## src/hdl/polygon_area_volume_accumulator_top_defines.svh

```systemverilog
// Assertion macros for the polygon area and volume accumulator
`ifndef POLYGON_AREA_VOLUME_ACCUMULATOR_TOP_DEFINES_SVH
`define POLYGON_AREA_VOLUME_ACCUMULATOR_TOP_DEFINES_SVH

// Check that the consequent holds in the same cycle as the antecedent
`define PAVA_ASSERT_SAME(lbl, ante, cons, msg) \
  lbl: assert property (@(posedge clk_i) disable iff (!rst_ni) (ante) |-> (cons)) \
    else $error(msg);

// Check that the consequent holds in the cycle after the antecedent
`define PAVA_ASSERT_NEXT(lbl, ante, cons, msg) \
  lbl: assert property (@(posedge clk_i) disable iff (!rst_ni) (ante) |=> (cons)) \
    else $error(msg);

`endif

```

## src/hdl/pava_pkg.sv

```systemverilog
package pava_pkg;

  localparam int unsigned COORD_W   = 24;
  localparam int unsigned THICK_W   = 16;
  localparam int unsigned CROSS_W   = 59;
  localparam int unsigned CROSS_X_W = CROSS_W + 2;
  localparam int unsigned AREA_W    = 57;
  localparam int unsigned VOL_W     = 63;
  localparam int unsigned LO_W      = 29;
  localparam int unsigned HI_W      = AREA_W - LO_W;
  localparam int unsigned MUL_A_W   = 30;
  localparam int unsigned MUL_B_W   = 25;
  localparam int unsigned MUL_P_W   = MUL_A_W + MUL_B_W;
  localparam int unsigned FULL_W    = AREA_W + THICK_W;

  localparam logic [CROSS_W-1:0] CROSS_MAX = {1'b0, {(CROSS_W-1){1'b1}}};
  localparam logic [CROSS_W-1:0] CROSS_MIN = {1'b1, {(CROSS_W-1){1'b0}}};
  localparam logic [AREA_W-1:0]  AREA_MAX  = {AREA_W{1'b1}};
  localparam logic [VOL_W-1:0]   VOL_MAX   = {VOL_W{1'b1}};

  typedef enum logic [1:0] {
    MUL_PX_Y,
    MUL_X_PY,
    MUL_AREA_LO,
    MUL_AREA_HI
  } mul_sel_e;

  typedef struct packed {
    logic     take_first;
    logic     take_next;
    logic     clr_vol;
    mul_sel_e mul_sel;
    logic     p_ld;
    logic     cross_upd;
    logic     area_ld;
    logic     vp_ld;
    logic     vol_ld;
  } pava_cmd_t;

  typedef struct packed {
    logic closes;
  } pava_sts_t;

endpackage

```

## src/hdl/pava_ctrl.sv

```systemverilog
module pava_ctrl import pava_pkg::*; (
  input  logic      clk_i,
  input  logic      rst_ni,
  input  logic      in_valid_i,
  output logic      in_ready_o,
  input  logic      clear_total_i,
  output logic      out_valid_o,
  input  logic      out_ready_i,
  output pava_cmd_t cmd_o,
  input  pava_sts_t sts_i
);

  localparam logic [2:0] ST_IDLE  = 3'd0;
  localparam logic [2:0] ST_CROSS = 3'd1;
  localparam logic [2:0] ST_AREA  = 3'd2;
  localparam logic [2:0] ST_MLO   = 3'd3;
  localparam logic [2:0] ST_MHI   = 3'd4;
  localparam logic [2:0] ST_ACC   = 3'd5;

  logic [2:0] state_q, state_d;
  logic       in_poly_q, in_poly_d;
  logic       out_valid_q, out_valid_d;
  logic       in_acc;
  logic       slot_free;

  assign in_ready_o = (state_q == ST_IDLE);
  assign in_acc     = in_valid_i && in_ready_o;
  assign slot_free  = !out_valid_q || out_ready_i;

  always_comb begin
    state_d     = state_q;
    in_poly_d   = in_poly_q;
    out_valid_d = out_valid_q && !out_ready_i;
    cmd_o       = '0;
    cmd_o.mul_sel = MUL_PX_Y;
    case (state_q)
      ST_IDLE: begin
        if (in_acc) begin
          cmd_o.clr_vol = clear_total_i;
          if (!in_poly_q) begin
            cmd_o.take_first = 1'b1;
            in_poly_d        = 1'b1;
          end else begin
            cmd_o.take_next = 1'b1;
            cmd_o.p_ld      = 1'b1;
            state_d         = ST_CROSS;
          end
        end
      end
      ST_CROSS: begin
        cmd_o.mul_sel   = MUL_X_PY;
        cmd_o.cross_upd = 1'b1;
        if (sts_i.closes) begin
          in_poly_d = 1'b0;
          state_d   = ST_AREA;
        end else begin
          state_d = ST_IDLE;
        end
      end
      ST_AREA: begin
        cmd_o.area_ld = 1'b1;
        state_d       = ST_MLO;
      end
      ST_MLO: begin
        cmd_o.mul_sel = MUL_AREA_LO;
        cmd_o.p_ld    = 1'b1;
        state_d       = ST_MHI;
      end
      ST_MHI: begin
        cmd_o.mul_sel = MUL_AREA_HI;
        cmd_o.vp_ld   = 1'b1;
        state_d       = ST_ACC;
      end
      ST_ACC: begin
        if (slot_free) begin
          cmd_o.vol_ld = 1'b1;
          out_valid_d  = 1'b1;
          state_d      = ST_IDLE;
        end
      end
      default: begin
        state_d = ST_IDLE;
      end
    endcase
  end

  always_ff @(posedge clk_i or negedge rst_ni) begin
    if (!rst_ni) begin
      state_q     <= ST_IDLE;
      in_poly_q   <= 1'b0;
      out_valid_q <= 1'b0;
    end else begin
      state_q     <= state_d;
      in_poly_q   <= in_poly_d;
      out_valid_q <= out_valid_d;
    end
  end

  assign out_valid_o = out_valid_q;

endmodule

```

## config.mk

```make
export PLATFORM = sky130hd
export DESIGN_NAME = pava_ctrl
export DESIGN_NICKNAME = d
export VERILOG_FILES = /design/src/hdl/polygon_area_volume_accumulator_top_defines.svh /design/src/hdl/pava_pkg.sv /design/src/hdl/pava_ctrl.sv
export SDC_FILE = /design/constraint.sdc
export NUM_CORES = 1
export LEC_CHECK = 0
export ABC_CLOCK_PERIOD_IN_PS = 1000
export BUFFER_PORTS_ARGS = -buffer_cell sky130_fd_sc_hd__buf_4
export CAP_MARGIN = 30
export CORE_AREA = 10 10 47 49
export DETAILED_ROUTE_END_ITERATION = 16
export DIE_AREA = 0 0 57 59
export PLACE_DENSITY_LB_ADDON = 0.25
export SYNTH_ARGS = -nofsm -noshare
export SYNTH_HDL_FRONTEND = slang
export SYNTH_SLANG_ARGS = --single-unit
```

## constraint.sdc

```tcl
create_clock -name clk_i -period 1 [get_ports clk_i]
set_clock_uncertainty 0.05 [all_clocks]
set_input_delay 0.1 -clock clk_i [delete_from_list [all_inputs] [get_ports clk_i]]
set_output_delay 0.1 -clock clk_i [all_outputs]
set_load 0.03 [all_outputs]
```

Yosys cells after proc, flatten, opt, wreduce, memory -nomap -nowiden
Cells that the tools add are included.
{ "totals": {"ff_bits": 5, "elab_cells": 43} }
{ "classes": {"mux": 22, "n_eq_ne": 9, "reduce_logical": 9} }
{ "op_table": {"columns": ["cell", "n"], "rows": [
  ["$pmux W3 S6", 1],
  ["$mux W3", 5],
  ["$mux W1", 12],
  ["$eq A3 B2 Y1 const B", 2],
  ["$eq A3 B3 Y1 const B", 2],
  ["$pmux W2 S3", 1],
  ["$reduce_and A3 Y1", 2],
  ["$ne A2 B1 Y1 const B", 2],
  ["$ne A2 B2 Y1 const B", 2],
  ["$pmux W1 S2", 2],
  ["$eq A3 B1 Y1 const B", 1],
  ["$logic_not A3 Y1", 1],
  ["$logic_and A1 B1 Y1", 2],
  ["$logic_not A1 Y1", 2],
  ["$mux W2", 1],
  ["$reduce_bool A2 Y1", 1],
  ["$logic_or A1 B1 Y1", 1]
]} }

Depth between registers and ports, before layout
Gate-level depths: netlist of the first run.
{ "depth": {"depth_word": 4, "depth_mapped": 5, "mapped_depth_nobuf": 4} }

Worst setup path after synthesis of the first run
Ideal clock, no wire load.
{ "synth_timing": {"path_type": "reg-to-output", "from": "register state_q[1]", "to": "output cmd_o[4] (netlist bit)", "t_required_ns": 0.850, "path_buffers": 1, "t_arrival_ns": 1.255, "stages_incl_launch_ff": 5, "setup_slack_ns": -0.405, "path_cell_list": "dfrtp_1 > buf_4 > nor2_1 > nand3_1 > a21oi_1"} }
{ "synth_rtl": {"columns": ["element", "line_no", "source"], "rows": [
  ["from (decl)", "pava_ctrl.sv:20", "logic [2:0] state_q, state_d;"],
  ["from (signal assigned)", "pava_ctrl.sv:93", "state_q <= state_d;"],
  ["to (decl)", "pava_ctrl.sv:9", "output pava_cmd_t cmd_o,"]
]} }

==> results of run 1 <==
## placed cells by master, fill, tap and decap left out, drive strengths merged
cell type    count
nor3             1
nor2b            1
a221oi           1
nand2            8
clkbuf           4
and2b            1
nand3b           1
dlygate4sd3      2
buf             28
and2             2
nor4b            1
nor2             4
inv              3
a21o             1
a211o            1
nor3b            1
a211oi           1
nand3            2
dfrtp            5
a21oi            2
nand2b           1
## area by class of cell
| type | count | area, um2 |
|---|---|---|
| sequential | 5 | 130 |
| inverter | 3 | 16.3 |
| fill | 144 | 643 |
| multi-input combinational | 29 | 279 |
| clock buffer | 4 | 26.3 |
| timing repair buffer | 30 | 287 |
| tap | 16 | 20.0 |
## sequential cells by signal, summed over array words and instances, names as in the netlist
name	count
state_q	3
in_poly_q	1
out_valid_o	1
## layer usage
metal  global-route usage [%]  part of all wire [%]  up-vias  wire, um
met5                        0                     0        -         0
met4                     4.03                   1.3        0        14
met3                     4.29                   8.3        3        91
met2                     11.9                    53       13       587
met1                     6.90                    37      179       404
li1                         -                     -      196         -
## worst reg2reg max path, cell delays in order (launching register included)
cell     delay, ps
dfrtp_2        450
buf_6          160
nand2_2        100
inv_4           40
buf_6          110
a21o_1         160
## through the flow
stage / power [mW] / worst slack, ps / setup TNS, ps
global placement: 1.75 / -231 / -2640
floorplan: 1.38 / -167 / -1320
finish: 2.44 / -491 / -5270
global route: 2.59 / -565 / -6210
CTS: 2.34 / -488 / -5490
detailed placement: 1.75 / -253 / -2780
## final timing paths
path	startpoint	slack, ps	to
worst min register to register	out_valid_o	490	out_valid_o
worst max-delay path	state_q[1]	-490	cmd_o[4]
min in group asynchronous	rst_ni	140	state_q[0]
worst min-delay path	out_ready_i	100	state_q[0]
worst max register to register	state_q[0]	-190	state_q[1]
max in group asynchronous	rst_ni	650	state_q[2]
## power by group
part | switching, mW | internal [mW]
clock network | 0.0888 | 0.151
registers | 0.127 | 0.293
logic | 0.920 | 0.856
## kinds of logic (layout without fill, tap and decap cells)
kind of cell,after synthesis,in the layout,synth area share (%)
flip-flops,5,5,35.8
AND/OR/NAND/NOR,23,23,39.1
AO/OA/AOI/OAI,6,6,13.3
buffers and inverters,6,37,11.8
## timing repair
item,in CTS,in global routing
buffers inserted,4,2
resized for setup,20,9
setup endpoints to repair,16,16
endpoints found under the hold margin,6,0
pin swaps,10,5
gates cloned,1,0
hold buffers,2,0
==> results.ini, run 1 <==
[outcome]
status = complete, but fails checks
violations = setup timing

[floorplanning]
ios = 18
start_util_pct = 24.9
core_um2 = 1400
dieArea_um2 = 3360
die_h_um = 59
rows = 14
fp.dieW_um = 57

[grt]
grt_max_degree = 8
track_usage_pct = 7.22
grt_overflow = 0
antenna_found_initial = 0
grt_pass1_wl_um = 1900
grt_pass1_vias = 429

[worst_setup_path]
critPathBufInv = 2
reg2regPathDepth = 5
arrival_ps = 1340
worst-path-max-fanout = 3
cp_slowest_cell = dfrtp_2
timing.setup.critical_path_class = reg -> out
crit_path_max_incr_delay_ps = 420
startpoint_type = flip-flop
cp.depth = 5
required_ps = 850
crit_chain = buf_4 -> nor2_4 -> nand3_2 -> a21oi_4 -> buf_6
cpLargestDelayFamily = flip-flops
crit_path_end_kind = output port

[synth]
synth_area_um2 = 349
synth_cell_types = 22
yosysMostFrequentCell = nand2_1
ys_top_cells_by_count = 8 x nand2_1, 5 x dfrtp_1, 4 x nor2_1
synth.area.top_cells = dfrtp_1 36%, nand2_1 8.6%, nor4b_4 6.8%
ys_warn_count = 0
synthArstFlopShare_pct = 100
syn_nets = 46
syn_inst = 40
yosysTopAreaCell = dfrtp_1
yosys_most_used_dff = dfrtp_1
ys_ff_latch = 5
synth_top_area_share_pct = 35.8
synth_edf_count = 0
avgSynthCellArea_um2 = 8.73
yosysSeqAreaShare_pct = 35.8

[finish]
area_growth_pct = 117
drive_above_1_share_pct = 83.1
nNetsFinal = 78
stdcell_count = 87
design_area_um2 = 758
diodes = 0
finalCoreUtilization_pct = 54.1

[clock_tree]
clkSlewWorstSetupHoldPaths_ps = 40
cts_root_buf = clkbuf_4
clock_latency_ps = 250
cts_made_buffers = 3
clk_path_buf_depth = 2
htree_levels = 1
cts_tree = done
cts.sinks = 5

[placement]
io_buffers = 17
dp.cells = 75
place_hpwl_um = 765
gp_congestion = 0.697
dpl_cell_area_um2 = 564

[routing]
drt-pass1-iter-count = 2
drc_errors = 0
wl_um = 1100
viasPerCell = 4.49
wl_per_cell_um = 12.6
ant_nets = 0
num_vias = 391
drt-initial-drc-count = 3

[min_path]
holdPathStages = 4
hold_class = in -> reg

[sta]
worstMarginPinSlew_ps = 269
rsz0062_at_grt = yes
timing.final.ws_setup_ps = -491
finalMaxSlewViolations = 0
finalHoldViolCount = 0
timing.hold.ws_ps = 97.5
max_freq_mhz = 671
period_share_pct = 149
layout_min_cycle_time_ps = 1490
slew_headroom_pct = 82.0
setup_violations = 16

[power]
irDropWorstVdd_uv = 1310
power_density_nw_per_um2 = 3210
p_leak_nw = 0.362

[run]
maxCapViolCount = 0

Note: power is estimated with default switching activity, not from simulation.
==> inputs of run 2 (changes only) <==
Settings changed: ABC_CLOCK_PERIOD_IN_PS 1000 to 1850.
Clock period 1 ns to 1.85 ns, I/O delays scaled along.
==> results.ini, run 2 (same netlist as run 1, synthesis figures left out) <==
[outcome]
status = completed

[worst_setup_path]
crit_chain = nor4b_4 -> and2_1 -> buf_4
required_ps = 1620
rrSetupSlack_ps = 680
cpLargestDelayFamily = simple AND/OR/NAND/NOR gates
reg2regPathDepth = 3
crit_path_max_incr_delay_ps = 490
arrival_ps = 1420
r2r-end = in_poly_q
reg2reg_from = state_q[0]
cp_slowest_cell = dfrtp_1
startpoint_type = flip-flop
critPathBufInv = 1
timing.setup.critical_path_class = reg -> out
worst-path-max-fanout = 10
crit_path_end_kind = output port

[min_path]
holdPathStages = 2
holdCritStartpoint = sts_i
hold_end = in_poly_q
hold_class = in -> reg

[grt]
grt_pass1_vias = 335
antenna_found_initial = 0
grt_pass1_wl_um = 1420
grt_max_degree = 12
grt_overflow = 0
track_usage_pct = 5.50

[power]
power_density_nw_per_um2 = 1830
irDropWorstVdd_uv = 837
p_total_mw = 0.919
p_leak_nw = 0.276

[clock_tree]
cts_tree = done
cts.sinks = 5
cts_root_buf = clkbuf_4
clock_latency_ps = 240
clk_path_buf_depth = 2
clkSlewWorstSetupHoldPaths_ps = 40
htree_levels = 1
cts_made_buffers = 3

[finish]
fillCellCount = 152
largest_reg_flops = 3
mostFrequentLayoutCells = 17 x buf_4, 8 x nand2_1, 5 x dfrtp_1, 4 x nor2_1, 3 x clkbuf_4
nNetsFinal = 66
top_register = state_q
drive_above_1_share_pct = 42.4
area_growth_pct = 44.1
diodes = 0
final_common_cell = buf_4

[routing]
ant_nets = 0
num_vias = 328
viasPerCell = 4.37
drc_errors = 0
wl_um = 828
drt-pass1-iter-count = 4
drt-initial-drc-count = 12
wl_per_cell_um = 11.0

[placement]
gp_congestion = 0.666
io_buffers = 17
place_hpwl_um = 680

[sta]
layout_min_cycle_time_ps = 1660
period_share_pct = 89.6
rsz0062_at_grt = no
worstMarginPinSlew_ps = 391
setup_violations = 0
finalMaxSlewViolations = 0
finalHoldViolCount = 0
max_freq_mhz = 603
fin_setup_tns_ps = 0
slew_headroom_pct = 73.9

[floorplanning]
ios = 18
rows = 14
start_util_pct = 24.9
die_h_um = 59
core_um2 = 1400
dieArea_um2 = 3360
fp.dieW_um = 57

[run]
maxCapViolCount = 0

run 2: cell count changes in the layout (fill, tap and decap cells not counted), moves of 4 or more:
cell     delta
buf_6      -15
dfrtp_1     +4
buf_4       +4
nand2_1     +5
dfrtp_2     -4
nor2_1      +4
run 2: per-stage QoR:
stage,hold WS (ps),cells,setup WS (ps),cell area (um2),utilization [%]
after floorplan,-161,40,360,349,-
after global placement,-60.2,70,456,467,33.3
after detailed placement,-60.6,70,435,467,33.3
after CTS,57.6,75,173,503,35.9
after global routing,65.3,75,99.0,503,35.9
final,61.9,75,193,503,35.9
run 2: area by class of cell:
type / count / area [um2] / share of cell area, %
Sequential cell: 5 / 125 / 24.9
Timing Repair Buffer: 18 / 138 / 27.4
Multi-Input combinational cell: 29 / 183 / 36.3
Inverter: 3 / 11.3 / 2.24
Clock buffer: 4 / 26.3 / 5.22
Tap cell: 16 / 20.0 / 3.98
run 2: layer usage:
| metal | vias up | wire length (um) | global-route usage, % |
|---|---|---|---|
| met1 | 142 | 403 | 6.21 |
| met5 | - | 0 | 0 |
| met3 | 2 | 36 | 1.72 |
| li1 | 171 | - | - |
| met4 | 0 | 21 | 7.05 |
| met2 | 13 | 367 | 7.13 |
run 2: how the worst max path moves through the flow:
stage	start	endpoint	slack (ps)	cells past startpoint
after floorplan	state_q[1]	cmd_o[4]	360	4
after global placement	state_q[0]	cmd_o[9]	460	3
after detailed placement	state_q[0]	cmd_o[8]	430	3
after CTS	state_q[0]	cmd_o[8]	170	3
after global routing	state_q[0]	cmd_o[9]	100	3
final	state_q[0]	cmd_o[8]	190	3
run 2: power by group:
part / switching [mW] / internal (mW)
clock network: 0.0426 / 0.0814
logic: 0.328 / 0.224
registers: 0.0913 / 0.152
run 2: repair_timing:
action                    4_1_cts  5_1_grt
hold buffers                    1        0
setup buffers                   0        0
hold endpoints to repair        5        0
resized for setup               0        0
==> inputs of run 3 (changes only) <==
--- a/config.mk
+++ b/config.mk
@@ -7,9 +7,9 @@
 export LEC_CHECK = 0
 export ABC_CLOCK_PERIOD_IN_PS = 1850
-export BUFFER_PORTS_ARGS = -buffer_cell sky130_fd_sc_hd__buf_4
 export CAP_MARGIN = 30
 export CORE_AREA = 10 10 47 49
 export DETAILED_ROUTE_END_ITERATION = 16
 export DIE_AREA = 0 0 57 59
+export DONT_BUFFER_PORTS = 1
 export PLACE_DENSITY_LB_ADDON = 0.25
 export SYNTH_ARGS = -nofsm -noshare
==> constraint.sdc (replaced) <==
create_clock -name clk_i -period 1.85 [get_ports clk_i]
set_clock_uncertainty 0.05 [all_clocks]
set_input_delay 0.37 -clock clk_i [delete_from_list [all_inputs] [get_ports clk_i]]
set_output_delay 0.37 -clock clk_i [all_outputs]
set_load 0.03 [all_outputs]
==> results.ini, run 3 (same netlist as run 1, synthesis figures left out) <==
[outcome]
status = completed

[worst_setup_path]
timing.setup.critical_path_class = reg -> out
arrival_ps = 1330
required_ps = 1430
reg2reg_from = state_q[2]
crit_path_end_kind = output port
reg2regPathDepth = 5
startpoint_type = flip-flop
worst-path-max-fanout = 11
cp-startpoint = state_q[1]

[grt]
grt_max_degree = 12
grt_pass1_vias = 345
track_usage_pct = 6.05
antenna_found_initial = 0
grt_pass1_wl_um = 1570
grt_overflow = 0

[finish]
finalCoreUtilization_pct = 31.1
mostFrequentLayoutCells = 7 x nand2_1, 7 x buf_4, 4 x nor2_1, 4 x dfrtp_1, 3 x clkbuf_4
fillCellCount = 156
regArea_um2 = 126
nNetsFinal = 56
diodes = 0
multi_input_area_um2 = 189
top_register = state_q
largest_reg_flops = 3
drive_above_1_share_pct = 40.8
area_growth_pct = 24.7

[sta]
fin_setup_tns_ps = 0
timing.final.ws_setup_ps = 104
slew_headroom_pct = 80.7
rsz0062_at_grt = no
finalMaxSlewViolations = 0
max_freq_mhz = 573
layout_min_cycle_time_ps = 1750
worstMarginPinSlew_ps = 288
setup_violations = 0
period_share_pct = 94.4
finalHoldViolCount = 0
timing.hold.ws_ps = 145

[clock_tree]
cts.sinks = 5
htree_levels = 1
cts_tree = done
clk_path_buf_depth = 2
clock_latency_ps = 240
cts_made_buffers = 3
cts_root_buf = clkbuf_4
clkSlewWorstSetupHoldPaths_ps = 40

[power]
power_density_nw_per_um2 = 2010
p_leak_nw = 0.225
irDropWorstVdd_uv = 721

[run]
maxCapViolCount = 0

[min_path]
holdPathStages = 1
hold_class = in -> reg
holdCritStartpoint = sts_i

[routing]
viasPerCell = 4.52
wl_met3_um = 54
wl_per_cell_um = 13.2
wl_um = 861
wirelength_met1_um = 403
drt-pass1-iter-count = 4
drt-initial-drc-count = 5
drc_errors = 0
ant_nets = 0
highest_layer = met4
num_vias = 294
met2_length_um = 381

[placement]
io_buffers = 0
dp_slack_ps = 231
place_hpwl_um = 706
gp_congestion = 0.773

[floorplanning]
start_util_pct = 24.9
dieArea_um2 = 3360
fp.dieW_um = 57
core_um2 = 1400
die_h_um = 59
ios = 18
rows = 14

[run 3: power by group]
part,internal [mW],total [mW],switching (mW)
logic,0.179,0.527,0.348
clock network,0.0816,0.127,0.0451
registers,0.154,0.220,0.0665
[run 3: cell type report]
type,instances,share of cell area (%)
tap,16,4.60
timing repair buffer,8,14.4
clock buffer,4,6.03
inverter,3,2.59
sequential,5,29.0
multi-input combinational,29,43.4
[run 3: worst max-delay path, cell delays in order (launching register included)]
cell	delay, ps
dfrtp_2	470
nor4b_4	320
and2_2	290
[run 3: repair_timing]
item                       4_1_cts  5_1_grt
buffers inserted                 0        0
hold endpoints to repair         5        0
gates resized for setup          3        2
pin swaps                        0        0
setup endpoints to repair        3        5
hold buffers                     1        0
[run 3: worst paths after layout]
check | end | slack [ps]
max | cmd_o[8] | 100
min | in_poly_q | 140
max reg2reg | state_q[1] | 530
min reg2reg | in_poly_q | 540
max in group asynchronous | state_q[1] | 1150
min in group asynchronous | state_q[2] | 380
[run 3: stage by stage]
stage,std cells,cell area [um2],total power [mW]
2_1_floorplan,40,349,0.647
3_3_place_gp,60,392,0.743
3_5_place_dp,60,392,0.742
4_1_cts,65,432,0.883
5_1_grt,65,435,0.951
6_report,65,435,0.874
[run 3: per-layer routing]
layer | vias to the layer above | global-route usage [%]
li1 | 150 | -
met1 | 128 | 6.53
met2 | 14 | 8.06
met3 | 2 | 2.58
met4 | 0 | 7.05
met5 | - | 0
